File: src/hw/rtl/tsv_to_csv_field_quoter_core_macros.svh
// Assertion macros for the field quoter RTL; the datapath includes them.
`ifndef TSV_TO_CSV_FIELD_QUOTER_CORE_MACROS_SVH
`define TSV_TO_CSV_FIELD_QUOTER_CORE_MACROS_SVH

// Check that cons holds in the same cycle as ante; uses i_clk and i_rst_n of the module.
`define TCQ_ASSERT_NOW(lbl, ante, cons, msg) \
    lbl: assert property (@(posedge i_clk) disable iff (!i_rst_n) (ante) |-> (cons)) \
        else $error(msg);

// Check that cons holds in the cycle after ante.
`define TCQ_ASSERT_NEXT(lbl, ante, cons, msg) \
    lbl: assert property (@(posedge i_clk) disable iff (!i_rst_n) (ante) |=> (cons)) \
        else $error(msg);

`endif

File: src/hw/rtl/tcq_pkg.sv
// Shared constants, codes and controller/datapath link types of the field quoter.
`default_nettype none

package tcq_pkg;

    localparam int unsigned CHAR_W        = 21;
    localparam int unsigned FIELD_BUF_DEF = 16;

    localparam logic [CHAR_W-1:0] CH_QUOTE = CHAR_W'(32'h22);
    localparam logic [CHAR_W-1:0] CH_COMMA = CHAR_W'(32'h2C);
    localparam logic [CHAR_W-1:0] CH_CR    = CHAR_W'(32'h0D);
    localparam logic [CHAR_W-1:0] CH_LF    = CHAR_W'(32'h0A);
    localparam logic [CHAR_W-1:0] CH_TAB   = CHAR_W'(32'h09);
    localparam logic [CHAR_W-1:0] CH_BSL   = CHAR_W'(32'h5C);
    localparam logic [CHAR_W-1:0] CH_T     = CHAR_W'(32'h74);
    localparam logic [CHAR_W-1:0] CH_N     = CHAR_W'(32'h6E);
    localparam logic [CHAR_W-1:0] CH_R     = CHAR_W'(32'h72);

    // Source of a character written into the field store
    typedef enum logic [2:0] {
        PS_IN,
        PS_BSL,
        PS_TAB,
        PS_LF,
        PS_CR
    } t_psel;

    // What the output register loads this cycle
    typedef enum logic [2:0] {
        EM_NONE,
        EM_QUOTE,
        EM_CHAR,
        EM_COMMA,
        EM_CR,
        EM_LF,
        EM_ERR
    } t_emit;

    // Controller to datapath commands
    typedef struct packed {
        logic  latch;
        logic  push;
        t_psel push_sel;
        logic  set_nq;
        logic  clr_nq;
        logic  set_pend;
        logic  clr_pend;
        logic  set_halt;
        logic  clr_fill;
        logic  clr_qno;
        logic  set_qno;
        logic  idx_clr;
        logic  idx_inc;
        t_emit emit;
        logic  emit_last;
    } t_cmd;

    // Datapath to controller status
    typedef struct packed {
        logic is_bsl;
        logic is_tnr;
        logic is_t;
        logic is_n;
        logic is_tab;
        logic is_term;
        logic is_special;
        logic pending;
        logic unesc;
        logic halted;
        logic nq;
        logic qno;
        logic fill_full_next;
        logic fill_zero;
        logic idx_last;
        logic cur_quote;
        logic out_free;
    } t_sts;

endpackage

`default_nettype wire

File: src/hw/rtl/tcq_datapath.sv
// Field store, quoting flags, escape state and output register of the field quoter.
`default_nettype none
`include "tsv_to_csv_field_quoter_core_macros.svh"

module tcq_datapath import tcq_pkg::*; #(
    parameter int unsigned FIELD_BUF = FIELD_BUF_DEF
) (
    input  logic              i_clk,
    input  logic              i_rst_n,
    input  logic [CHAR_W-1:0] i_in_char,
    input  logic              i_cfg_we,
    input  logic              i_cfg_unesc,
    input  t_cmd              i_cmd,
    output t_sts              o_sts,
    input  logic              i_out_ready,
    output logic              o_out_valid,
    output logic [CHAR_W-1:0] o_out_char,
    output logic              o_out_last,
    output logic              o_out_bad
);

    localparam int unsigned IW = (FIELD_BUF > 1) ? $clog2(FIELD_BUF) : 1;
    localparam int unsigned CW = $clog2(FIELD_BUF + 1);

    logic [CHAR_W-1:0] r_store [FIELD_BUF];
    logic [CHAR_W-1:0] r_char;
    logic [CW-1:0]     r_fill;
    logic [IW-1:0]     r_idx;
    logic              r_unesc;
    logic              r_nq;
    logic              r_qno;
    logic              r_pend;
    logic              r_halt;
    logic              r_ovalid;
    logic [CHAR_W-1:0] r_ochar;
    logic              r_olast;
    logic              r_obad;

    logic [CHAR_W-1:0] push_val;
    logic [CHAR_W-1:0] cur;
    logic [CHAR_W-1:0] n_ochar;
    logic              out_free;

    assign cur      = r_store[r_idx];
    assign out_free = !r_ovalid || i_out_ready;

    // Select the character written into the store
    always_comb begin
        unique case (i_cmd.push_sel)
            PS_IN:   push_val = r_char;
            PS_BSL:  push_val = CH_BSL;
            PS_TAB:  push_val = CH_TAB;
            PS_LF:   push_val = CH_LF;
            PS_CR:   push_val = CH_CR;
            default: push_val = r_char;
        endcase
    end

    // Select the next output character
    always_comb begin
        unique case (i_cmd.emit)
            EM_QUOTE: n_ochar = CH_QUOTE;
            EM_CHAR:  n_ochar = cur;
            EM_COMMA: n_ochar = CH_COMMA;
            EM_CR:    n_ochar = CH_CR;
            EM_LF:    n_ochar = CH_LF;
            EM_ERR:   n_ochar = '0;
            default:  n_ochar = '0;
        endcase
    end

    // Report status to the controller
    always_comb begin
        o_sts.is_bsl         = (r_char == CH_BSL);
        o_sts.is_t           = (r_char == CH_T);
        o_sts.is_n           = (r_char == CH_N);
        o_sts.is_tnr         = (r_char == CH_T) || (r_char == CH_N) || (r_char == CH_R);
        o_sts.is_tab         = (r_char == CH_TAB);
        o_sts.is_term        = (r_char == CH_TAB) || (r_char == CH_LF);
        o_sts.is_special     = (r_char == CH_QUOTE) || (r_char == CH_COMMA)
                               || (r_char == CH_CR);
        o_sts.pending        = r_pend;
        o_sts.unesc          = r_unesc;
        o_sts.halted         = r_halt;
        o_sts.nq             = r_nq;
        o_sts.qno            = r_qno;
        o_sts.fill_full_next = (r_fill == CW'(FIELD_BUF - 1));
        o_sts.fill_zero      = (r_fill == '0);
        o_sts.idx_last       = ((CW'(r_idx) + CW'(1)) == r_fill);
        o_sts.cur_quote      = (cur == CH_QUOTE);
        o_sts.out_free       = out_free;
    end

    // Write the field store
    always_ff @(posedge i_clk) begin
        if (i_cmd.push) begin
            r_store[r_fill[IW-1:0]] <= push_val;
        end
    end

    // Capture the input beat
    always_ff @(posedge i_clk) begin
        if (i_cmd.latch) begin
            r_char <= i_in_char;
        end
    end

    // Advance counters and flags
    always_ff @(posedge i_clk) begin
        if (!i_rst_n) begin
            r_unesc <= 1'b0;
            r_fill  <= '0;
            r_idx   <= '0;
            r_nq    <= 1'b0;
            r_qno   <= 1'b1;
            r_pend  <= 1'b0;
            r_halt  <= 1'b0;
        end else begin
            if (i_cfg_we) begin
                r_unesc <= i_cfg_unesc;
            end
            if (i_cmd.clr_fill) begin
                r_fill <= '0;
            end else if (i_cmd.push) begin
                r_fill <= r_fill + CW'(1);
            end
            if (i_cmd.idx_clr) begin
                r_idx <= '0;
            end else if (i_cmd.idx_inc) begin
                r_idx <= r_idx + IW'(1);
            end
            if (i_cmd.set_nq) begin
                r_nq <= 1'b1;
            end else if (i_cmd.clr_nq) begin
                r_nq <= 1'b0;
            end
            if (i_cmd.clr_qno) begin
                r_qno <= 1'b0;
            end else if (i_cmd.set_qno) begin
                r_qno <= 1'b1;
            end
            if (i_cmd.set_pend) begin
                r_pend <= 1'b1;
            end else if (i_cmd.clr_pend) begin
                r_pend <= 1'b0;
            end
            if (i_cmd.set_halt) begin
                r_halt <= 1'b1;
            end
        end
    end

    // Hold the output beat until it is taken
    always_ff @(posedge i_clk) begin
        if (!i_rst_n) begin
            r_ovalid <= 1'b0;
        end else if (i_cmd.emit != EM_NONE) begin
            r_ovalid <= 1'b1;
        end else if (i_out_ready) begin
            r_ovalid <= 1'b0;
        end
    end

    always_ff @(posedge i_clk) begin
        if (i_cmd.emit != EM_NONE) begin
            r_ochar <= n_ochar;
            r_olast <= i_cmd.emit_last;
            r_obad  <= (i_cmd.emit == EM_ERR);
        end
    end

    assign o_out_valid = r_ovalid;
    assign o_out_char  = r_ochar;
    assign o_out_last  = r_olast;
    assign o_out_bad   = r_obad;

    `TCQ_ASSERT_NOW(a_fill_range, 1'b1, r_fill <= CW'(FIELD_BUF), "fill count beyond store depth")
    `TCQ_ASSERT_NOW(a_push_room, i_cmd.push, r_fill < CW'(FIELD_BUF), "push into a full store")
    `TCQ_ASSERT_NOW(a_emit_free, i_cmd.emit != EM_NONE, out_free, "beat overwrites a waiting beat")
    `TCQ_ASSERT_NOW(a_halt_quiet, r_halt, i_cmd.emit == EM_NONE, "beat produced while halted")
    `TCQ_ASSERT_NEXT(a_err_halts, i_cmd.emit == EM_ERR, r_halt, "error beat did not halt")

endmodule

`default_nettype wire

File: config.mk
export PLATFORM = sky130hd
export DESIGN_NAME = tcq_datapath
export DESIGN_NICKNAME = d
export VERILOG_FILES = /design/src/hw/rtl/tcq_pkg.sv /design/src/hw/rtl/tcq_datapath.sv
export VERILOG_INCLUDE_DIRS = /design/src /design/src/hw/rtl
export SDC_FILE = /design/constraint.sdc
export NUM_CORES = 1
export LEC_CHECK = 0
export ABC_AREA = 1
export ABC_CLOCK_PERIOD_IN_PS = 3100
export BUFFER_PORTS_ARGS = -buffer_cell sky130_fd_sc_hd__buf_2
export CORE_MARGIN = 4
export CORE_UTILIZATION = 38
export CTS_CLUSTER_DIAMETER = 200
export DETAILED_ROUTE_END_ITERATION = 7
export HOLD_SLACK_MARGIN = 0.12
export SYNTH_ARGS = -nofsm -noshare
export SYNTH_HDL_FRONTEND = slang
export SYNTH_SLANG_ARGS = --single-unit
File: constraint.sdc
create_clock -name i_clk -period 3.1 [get_ports i_clk]
set_input_delay 0.62 -clock i_clk [delete_from_list [all_inputs] [get_ports i_clk]]
set_output_delay 0.62 -clock i_clk [all_outputs]
set_load 0.01 [all_outputs]
**Yosys cells after proc, flatten, opt, wreduce, memory -nomap -nowiden**

Memory sizes are Yosys's and may differ from the RTL's. A register that Yosys moved wholly into a read port is not among the register bits.
Cells that the tools add are included.

- Input bits: 45
- Memories: 1
- Output and inout port bits: 41
- Bits in registers: 59
- Memory bits (writable): 336

- Add/sub/neg operators: 3
- Bitwise operators: 1
- Eq/ne operators: 22
- Muxes and demuxes: 14
- Reductions and logical operators: 15

Memory list:

| memory | depth | width | read ports | clocked after Yosys merged registers in | write ports | line | text |
|---|---|---|---|---|---|---|---|
| r_store | 16 | 21 | 1 | 1 | 1 | tcq_datapath.sv:25 | `logic [CHAR_W-1:0] r_store [FIELD_BUF];` |

Operator list:

| cell | count |
|---|---|
| 21-bit case mux with 5 select lines | 1 |
| 21-bit by 7-bit equality test with 1-bit output, second input constant | 4 |
| 21-bit case mux with 4 select lines | 1 |
| 21-bit by 4-bit equality test with 1-bit output, second input constant | 3 |
| 21-bit by 6-bit equality test with 1-bit output, second input constant | 3 |
| 3-bit by 2-bit equality test with 1-bit output, second input constant | 4 |
| 3-bit equality test, second input constant | 4 |
| 1-bit two-way mux | 10 |
| 4-bit two-way mux | 2 |
| 2-bit nonzero test | 4 |
| 3-bit by 1-bit equality test with 1-bit output, second input constant | 2 |
| 1-bit logical OR | 6 |
| 4-bit by 1-bit adder with 5-bit output, second input constant | 1 |
| 5-bit by 1-bit adder with 5-bit output, second input constant | 1 |
| 5-bit by 4-bit equality test with 1-bit output, second input constant | 1 |
| 5-bit equality test | 1 |
| 5-bit logical NOT | 1 |
| 4-bit by 1-bit adder with 4-bit output, second input constant | 1 |
| 2-bit OR reduction | 2 |
| 3-bit nonzero test | 1 |
| 1-bit logical NOT | 1 |
| 1-bit inverter | 1 |

**Depth between registers and ports, before layout**

Gate-level depths: netlist of the first run.

- Word-level depth: 3
- Mapped depth: 15
- Depth with buffers taken out: 13

**Worst setup path before layout of the first run**

No wires, ideal clock.

- Path type: input -> register
- Start: input i_cmd[17] in the netlist's numbering
- End: memory r_store[3][0], enable pin
- Data required time: 2.701 ns
- Setup time: 0.399 ns
- Path slack: 0.723 ns
- Data arrival time: 1.979 ns
- Stages on the path: 3
- Path through: clkbuf_1 nand2_1 nor2_1

- Cells in the longest elaborated chain, start to end: 2

RTL lines:

| what | line | text |
|---|---|---|
| from (decl) | tcq_datapath.sv:13 | `input t_cmd i_cmd,` |
| 1-bit two-way mux | tcq_datapath.sv:96 | `if (i_cmd.push) begin` |
| 1-bit two-way mux (implied by the code) | tcq_datapath.sv:97 | `r_store[r_fill[IW-1:0]] <= push_val;` |
| to (decl) | tcq_datapath.sv:25 |  |

Every way passes these cells.

==> parameters.txt, run 1 <==
Parameter                              Value

Run status
  Outcome ... complete, but fails checks
  Violations in the final reports ... setup timing

Global routing
  Antenna violations before repair ... 0
  Number of global-route vias before repair ... 10.64k
  Global route overflow ... 0
  First-pass GRT wire length ... 64.30 mm
  GRT Util Overall ... 17.95%
  Largest net degree at the start of global routing ... 64

Synthesis
  Adder-Cell Fraction of Synth Area ... 0.5257%
  Share of synthesized cell area in and, or, nand and nor gates ... 16.92%
  Main combinational cell family by area after synthesis ... simple AND/OR/NAND/NOR gates
  Most used flip-flop cell after synthesis ... edfxtp_1
  Syn Nets ... 1530
  Unique cell type count in the Yosys netlist ... 30
  Share of synthesized area occupied by flip-flops and latches ... 70.78%
  Number of enable flip-flop cells after synthesis ... 380
  Largest area contributor in the netlist ... edfxtp_1
  Xor and xnor fraction of the mapped netlist area ... 0.3154%
  Mean area per synthesized cell ... 11.27 um2
  Share of flip-flops with an asynchronous set or reset after synthesis ... 0%
  Seq cells post-synth ... 399
  Top-area cell type share of the netlist area ... 68.49%
  Cell types occupying the most area after synthesis ... edfxtp_1 (68%), nand2_1 (7.7%), nand3_1 (4.5%), nor2_1 (3.7%), inv_1 (3.2%)
  Mux contribution to synthesized area ... 0%
  Fraction of the mapped netlist area in compound gates ... 5.430%
  Syn Std Cell Area ... 16660 um2
  Synth Instances ... 1478
  Yosys synthesis warning count ... 0

Layout
  Number of nets in the final layout ... 1652
  Layout-stage area growth over the synthesis result ... 17.79%
  Footprint of the flip-flops and latches ... 11800 um2
  Fraction of final layout cells sized beyond drive strength 1 ... 15.71%
  Filler cells ... 3957
  Post-route design area ... 19620 um2
  Footprint of the multi-input gates ... 3979 um2
  Final std cells w/o fill ... 2217

Detailed routing
  Total via count in the routed design ... 11.06k
  Aggregate routed wire length ... 42.52 mm
  Detailed-route vias per instance ... 4.990
  Drc violations ... 0
  Initial detailed-routing violation count ... 1099
  Routed length per placed instance ... 19.18 um
  Pre-Repair DR Iteration Count ... 5
  Count of antenna-violating nets left after detailed routing ... 0

Clock network
  Post-CTS clock slew at the launch and capture registers of the worst setup and hold paths ... 0.06 ns
  Clock Tree Buf Depth ... 3
  Library cell used as clock root buffer ... clkbuf_16
  Clock sink count ... 399
  H-Tree Depth ... 2
  CTS tree ... built
  Clock insertion delay at the later pin of the skew report ... 0.56 ns
  Hold Buf Count CTS ... 0
  Number of clock buffers inserted by TritonCTS ... 43

Place
  Count of placed standard cells including taps ... 2130
  Placed wire-length estimate ... 23.28 mm
  Total cell area at the placement stage ... 17930 um2
  Number of buffers inserted by port buffering ... 85
  Final estimated routing congestion in global placement ... 0.7887

Critical path
  Arr. time, crit path ... 2.59 ns
  Highest net fanout along the worst path ... 15
  Worst EP required ... 2.48 ns
  Maximum cell stage delay along the critical path ... 0.50 ns
  CP max stage cell ... dfxtp_4
  Crit path kind ... reg2out
  Cell type with the highest occurrence count on the critical path ... nand2_2
  Crit path cell chain ... clkinv_8, buf_16, or2_1, nand2_1, nand3_2, nand3_2, nand2_2, nor2_4, nand2_2, nor2_2, nand2_2, nor2_4, buf_6
  Delay-heaviest family, CP ... simple AND/OR/NAND/NOR gates
  Worst setup SP type ... flop
  CP Buf/Inv Count ... 3
  Kind of capture point of the worst setup path ... primary output

Die
  Core outline area ... 43170 um2
  Chip height ... 217.4 um
  Cell row count ... 76
  Total die area ... 47260 um2
  Starting Density ... 38.59%
  I/O pin count ... 86
  Width of the chip ... 217.4 um

Worst hold path
  Hold crit path type ... in2reg

STA
  Max Slew Vio Count ... 0
  Setup repair after global routing missed its margin ... yes
  Clock period minus worst slack ... 3.210 ns
  Final-report hold violation count ... 0
  Worst hold slack ... 0.2384 ns
  Tightest slew margin relative to the limit ... 57.60%
  Worst-case clock skew ... 0.01410 ns
  Final Cycle Share ... 103.5%
  Worst-margin pin slew ... 0.6345 ns
  Worst setup slack after layout ... -0.1096 ns
  Setup Viol. Count Final ... 1
  Achievable clock frequency ... 311.6 MHz

Power and ir drop
  Register share of total power ... 51.3%
  Pwr/cell area ... 605.4 nW/um2
  Leakage power summed over all cells ... 7.619 nW
  Clock network fraction of design power ... 41.6%
  Final total power ... 0.01188 W
  Switching power of the nets ... 0.002615 W
  Switching part of the total ... 22.02%
  Largest voltage drop on the vdd net ... 0.5891 mV
  Portion of total power attributed to combinational logic ... 7.1%
  Power Internal ... 0.009264 W

Run
  Maximum capacitance violations ... 0
==> worst reg2reg max path, cell delays in order (launching register included) <==
cell	delay, ns
dfxtp_4	0.50
bufbuf_16	0.43
nand2_1	0.11
nand3_1	0.08
nand3_1	0.06
nand3_1	0.11
nand2_2	0.06
buf_4	0.13
nand2_1	0.17
a21oi_1	0.09
==> state kept, by name, indices dropped and copies added (netlist names), named ones only <==
register	count
o_out_char	21
r_halt	1
o_out_last	1
r_idx	4
r_unesc	1
r_char	21
r_store	336
o_out_bad	1
r_nq	1
r_fill	5
r_qno	1
r_pend	1
o_out_valid	1
==> synthesized netlist by cell type (14+ instances only) <==
cell type and n:
a21oi_1 38, buf_2 24, buf_4 14, clkbuf_1 23, dfxtp_1 19, edfxtp_1 380
inv_1 141, nand2_1 341, nand3_1 149, nor2_1 165, o211ai_1 39, o21ai_0 70
==> repair_timing <==
item / CTS / global route
pin swaps: 5 / 8
gates resized for setup: 23 / 23
buffers inserted: 4 / 3
setup endpoints to repair: 1 / 1
gates cloned: 4 / 0
==> logic make-up (layout without fill, tap and decap cells) <==
kind of cell	Yosys count	after routing
DFF	399	399
xor gates and xnor gates	6	6
and+or+nand+nor	684	684
AOI/OAI and AO/OA	159	159
buffers and inverters	223	375
adders and majority gates	7	7
other	0	2
==> metal layers <==
metal | global-route usage (%) | part of all wire (%) | routed length [um] | up-vias
li1 | - | - | - | 5299
met1 | 25.74 | 44 | 18840 | 5284
met2 | 28.70 | 46 | 19660 | 418
met3 | 3.114 | 7.6 | 3243 | 61
met4 | 4.410 | 1.8 | 781 | 0
met5 | 0 | 0 | 0 | -
==> power by group through the flow <==
stage / registers, W / logic, W / clock network, W
floorplan: 0.00621 / 0.000465 / 0
global placement: 0.00620 / 0.000760 / 0
detailed placement: 0.00620 / 0.000774 / 0
CTS: 0.00609 / 0.000825 / 0.00504
global route: 0.00610 / 0.000932 / 0.00529
finish: 0.00609 / 0.000841 / 0.00494
==> path summary, 6_finish.rpt <==
check                           startpoint       endpoint  slack [ns]  depth (start not counted)
worst max-delay path                  flop       o_sts[1]       -0.11                         13
worst min-delay path              i_cmd[0]     o_out_last        0.24                          1
worst max register to register        flop  o_out_char[5]        1.11                          9
worst min register to register      r_halt         r_halt        0.47                          2
==> through the flow <==
step	TNS (ns)	util (%)	setup WS [ns]
after floorplan	0	-	0.7225
after global placement	0	41.53	0.2288
after detailed placement	0	41.53	0.2093
after CTS	-0.1363	45.26	-0.1363
after global routing	-0.2001	45.44	-0.2001
final	-0.1096	45.46	-0.1096
==> final cells by class <==
| class | instances | share of cell area, % |
|---|---|---|
| Antenna cell | 2 | 0.02550 |
| Clock buffer | 56 | 6.261 |
| Clock inverter | 19 | 0.6758 |
| Inverter | 145 | 2.837 |
| Multi-Input combinational cell | 856 | 20.28 |
| Sequential cell | 399 | 60.12 |
| Tap cell | 585 | 3.730 |
| Timing Repair Buffer | 155 | 6.076 |
==> cells in the final DEF (no fill, tap or decap), types with 39 or more instances in the layout <==
cell       instances
buf_2             84
buf_4             53
clkbuf_16         46
edfxtp_1         380
inv_1            141
nand2_1          334
nand3_1          145
nor2_1           138
o211ai_1          39
o21ai_0           67
Note: power is estimated with default switching activity, not from simulation.
==> inputs of run 2 (changes only) <==
--- a/config.mk
+++ b/config.mk
@@ -11,3 +11,2 @@
 export BUFFER_PORTS_ARGS = -buffer_cell sky130_fd_sc_hd__buf_2
-export CORE_MARGIN = 4
 export CORE_UTILIZATION = 38
==> constraint.sdc (replaced) <==
create_clock -name i_clk -period 3.1 [get_ports i_clk]
set_input_delay 0 -clock i_clk [delete_from_list [all_inputs] [get_ports i_clk]]
set_output_delay 0 -clock i_clk [all_outputs]
set_load 0.01 [all_outputs]
==> run 2 against run 1 <==
  * The flow now finishes without violations
  * Final cell count rose by 1.4%
  * Sequential cell count unchanged
  * Power increased by 1.1%
  * Combinational power down 2%
  * Core utilization is 0.37 points higher
  * Critical endpoint unchanged
==> parameters.txt, run 2 (synthesis gave the netlist of run 1 again) <==
Parameter                              Value

STA
  Setup Viol. Count Final ... 0 (-1)
  Worst setup slack after layout ... 0.1687 ns (+0.2783 ns)
  Final-report hold violation count ... 0 (unchanged)
  Final Cycle Share ... 94.56% (-9.0 points)
  Max Slew Vio Count ... 0 (unchanged)
  Setup repair after global routing missed its margin ... no
  Tightest slew margin relative to the limit ... 27.26% (-30 points)
  Aggregate negative setup slack ... 0 ns (+0.1096 ns)
  Achievable clock frequency ... 341.1 MHz (+9.5%)
  Clock period minus worst slack ... 2.931 ns (-0.2783 ns)
  Worst-margin pin slew ... 1.090 ns (+0.4554 ns)
  Worst-case clock skew ... 0.01827 ns (+0.004173 ns)

Clock network
  Clock Tree Buf Depth ... 3 (unchanged)
  Post-CTS clock slew at the launch and capture registers of the worst setup and hold paths ... 0.06 ns (about the same)
  H-Tree Depth ... 2 (unchanged)
  Library cell used as clock root buffer ... clkbuf_16
  Buffers inserted by post-CTS timing repair ... 0 (-4)
  Number of clock buffers inserted by TritonCTS ... 42 (-2.3%)
  Clock sink count ... 399 (unchanged)
  CTS tree ... built
  Clock insertion delay at the later pin of the skew report ... 0.54 ns (-0.02 ns)

Global routing
  Top Usage Layer GRT ... met2
  Largest net degree at the start of global routing ... 144 (+130%)
  M2 GR Usage ... 29.47% (+0.77 points)
  Met1 Usage GRT ... 27.64% (+1.9 points)
  First-pass GRT wire length ... 63.23 mm (-1.7%)
  Number of global-route vias before repair ... 10.77k (+1.2%)
  Global route overflow ... 0 (unchanged)
  GRT Util Overall ... 18.91% (+0.96 points)
  Global routing usage on met3 ... 2.537% (-0.58 points)
  Antenna violations before repair ... 0 (unchanged)

Die
  Total die area ... 44680 um2 (-5.4%)
  Cell row count ... 76 (unchanged)
  Width of the chip ... 211.4 um (-2.8%)
  Chip height ... 211.4 um (-2.8%)
  Core outline area ... 43170 um2 (unchanged)
  I/O pin count ... 86 (unchanged)
  Starting Density ... 38.59% (unchanged)

Critical path
  Kind of capture point of the worst setup path ... primary output
  Highest net fanout along the worst path ... 62 (+47)
  CP Buf/Inv Count ... 3 (unchanged)
  Worst setup SP type ... flop
  Crit path kind ... reg2out
  CP max stage cell ... buf_4
  Worst EP required ... 3.10 ns (+0.62 ns)
  Arr. time, crit path ... 2.93 ns (+0.34 ns)
  Setup slack of the worst register-to-register path ... 0.80 ns (-0.31 ns)
  Crit path cell chain ... buf_4, buf_4, nand3_1, nand3_1, nand3_1, nand2_1, nor2_1, nand2_1, nor2_1, nand2_1, nor2_1, buf_2
  Maximum cell stage delay along the critical path ... 0.60 ns (+0.10 ns)
  Delay-heaviest family, CP ... buffers and inverters

Place
  Number of buffers inserted by port buffering ... 85 (unchanged)
  Placed wire-length estimate ... 23.08 mm (-0.88%)
  Final estimated routing congestion in global placement ... 0.8445 (+7.1%)
  Count of placed standard cells including taps ... 2118 (-0.56%)
  Worst slack at placement ... 0.6520 ns (+0.4426 ns)

Layout
  Layout-stage area growth over the synthesis result ... 18.75%
  Fraction of final layout cells sized beyond drive strength 1 ... 13.00% (-2.7 points)
  Final std cells w/o fill ... 2247 (+1.4%)
  Post-Route Utilization ... 45.82% (+0.37 points)
  Top library cells by usage in the layout, fill and taps aside ... edfxtp_1 (380), nand2_1 (341), nor2_1 (149), nand3_1 (149), inv_1 (141)
  Most common cell after layout, fill and taps aside ... edfxtp_1
  Number of flip-flops in the largest register ... 336 (unchanged)
  Number of nets in the final layout ... 1679 (+1.6%)

Detailed routing
  Count of antenna-violating nets left after detailed routing ... 0 (unchanged)
  Routed length per placed instance ... 18.85 um (-1.7%)
  Drc violations ... 0 (unchanged)
  Detailed-route vias per instance ... 5.005 (+0.31%)
  Aggregate routed wire length ... 42.36 mm (-0.38%)
  Initial detailed-routing violation count ... 1210 (+10%)
  Pre-Repair DR Iteration Count ... 5 (unchanged)
  Total via count in the routed design ... 11.25k (+1.7%)

Run
  Maximum capacitance violations ... 0 (unchanged)

Power and ir drop
  Pwr/cell area ... 607.1 nW/um2 (+0.28%)
  Largest voltage drop on the vdd net ... 0.4416 mV (-25%)
  Leakage power summed over all cells ... 7.701 nW (+1.1%)

Run status
  Outcome ... complete, no violations

Worst hold path
  Hold crit path type ... in2reg
[run 2: cell count changes in the layout (fill, tap and decap cells not counted), sizes merged]
cell,delta
buf,-21
clkinv,+1
inv,+1
clkinvlp,-1
diode,-1
dlygate4sd3,+49
bufinv,+3
bufbuf,-1
[run 2: final timing paths]
kind,startpoint,to,cells past startpoint
worst max-delay path,flop,o_sts[1],12
worst min-delay path,i_cmd[16],r_store[1][1],5
worst max register to register,flop,o_out_char[19],6
worst min register to register,r_fill[2],r_fill[2],2
[run 2: area by class of cell]
type                       count  area (um2)
antenna                        1       2.502
clock buffer                  55        1164
clock inverter                23       230.2
fill                        3970       23390
inverter                     145       549.3
multi-input combinational    856        3904
sequential                   399       11800
tap                          585       732.0
timing repair buffer         183        1404
[run 2: tightest hold or removal path: stages]
cell and delay [ns]:
buf_2 0.10, nor2_1 0.08, nand2_1 0.06, o21ai_0 0.08, buf_4 0.20
[run 2: layer usage]
layer | up-vias | part of all wire [%]
met5 | - | 0
met4 | 0 | 1.9
met3 | 58 | 7.0
met2 | 439 | 45
met1 | 5409 | 46
li1 | 5340 | -
[run 2: repair_timing]
item | 4_1_cts | 5_1_grt
gates resized for setup | 0 | 5
hold buffers | 49 | 0
setup endpoints to repair | 0 | 1
endpoints found under the hold margin | 85 | 0
[run 2: through the flow]
stage	instance area, um2	hold WS, ns	power (W)
after floorplan	16660	0.07623	0.006674
after global placement	17850	0.1766	0.006954
after detailed placement	17850	0.1781	0.006971
after CTS	19740	0.1326	0.01209
after global routing	19780	0.1510	0.01241
final	19780	0.1567	0.01201
[run 2: power breakdown]
group / internal, W / leakage [nW] / switching (W)
Clock: 0.00306 / 0.689 / 0.00203
Combinational: 0.000270 / 3.32 / 0.000558
Sequential: 0.00605 / 3.70 / 0.0000371
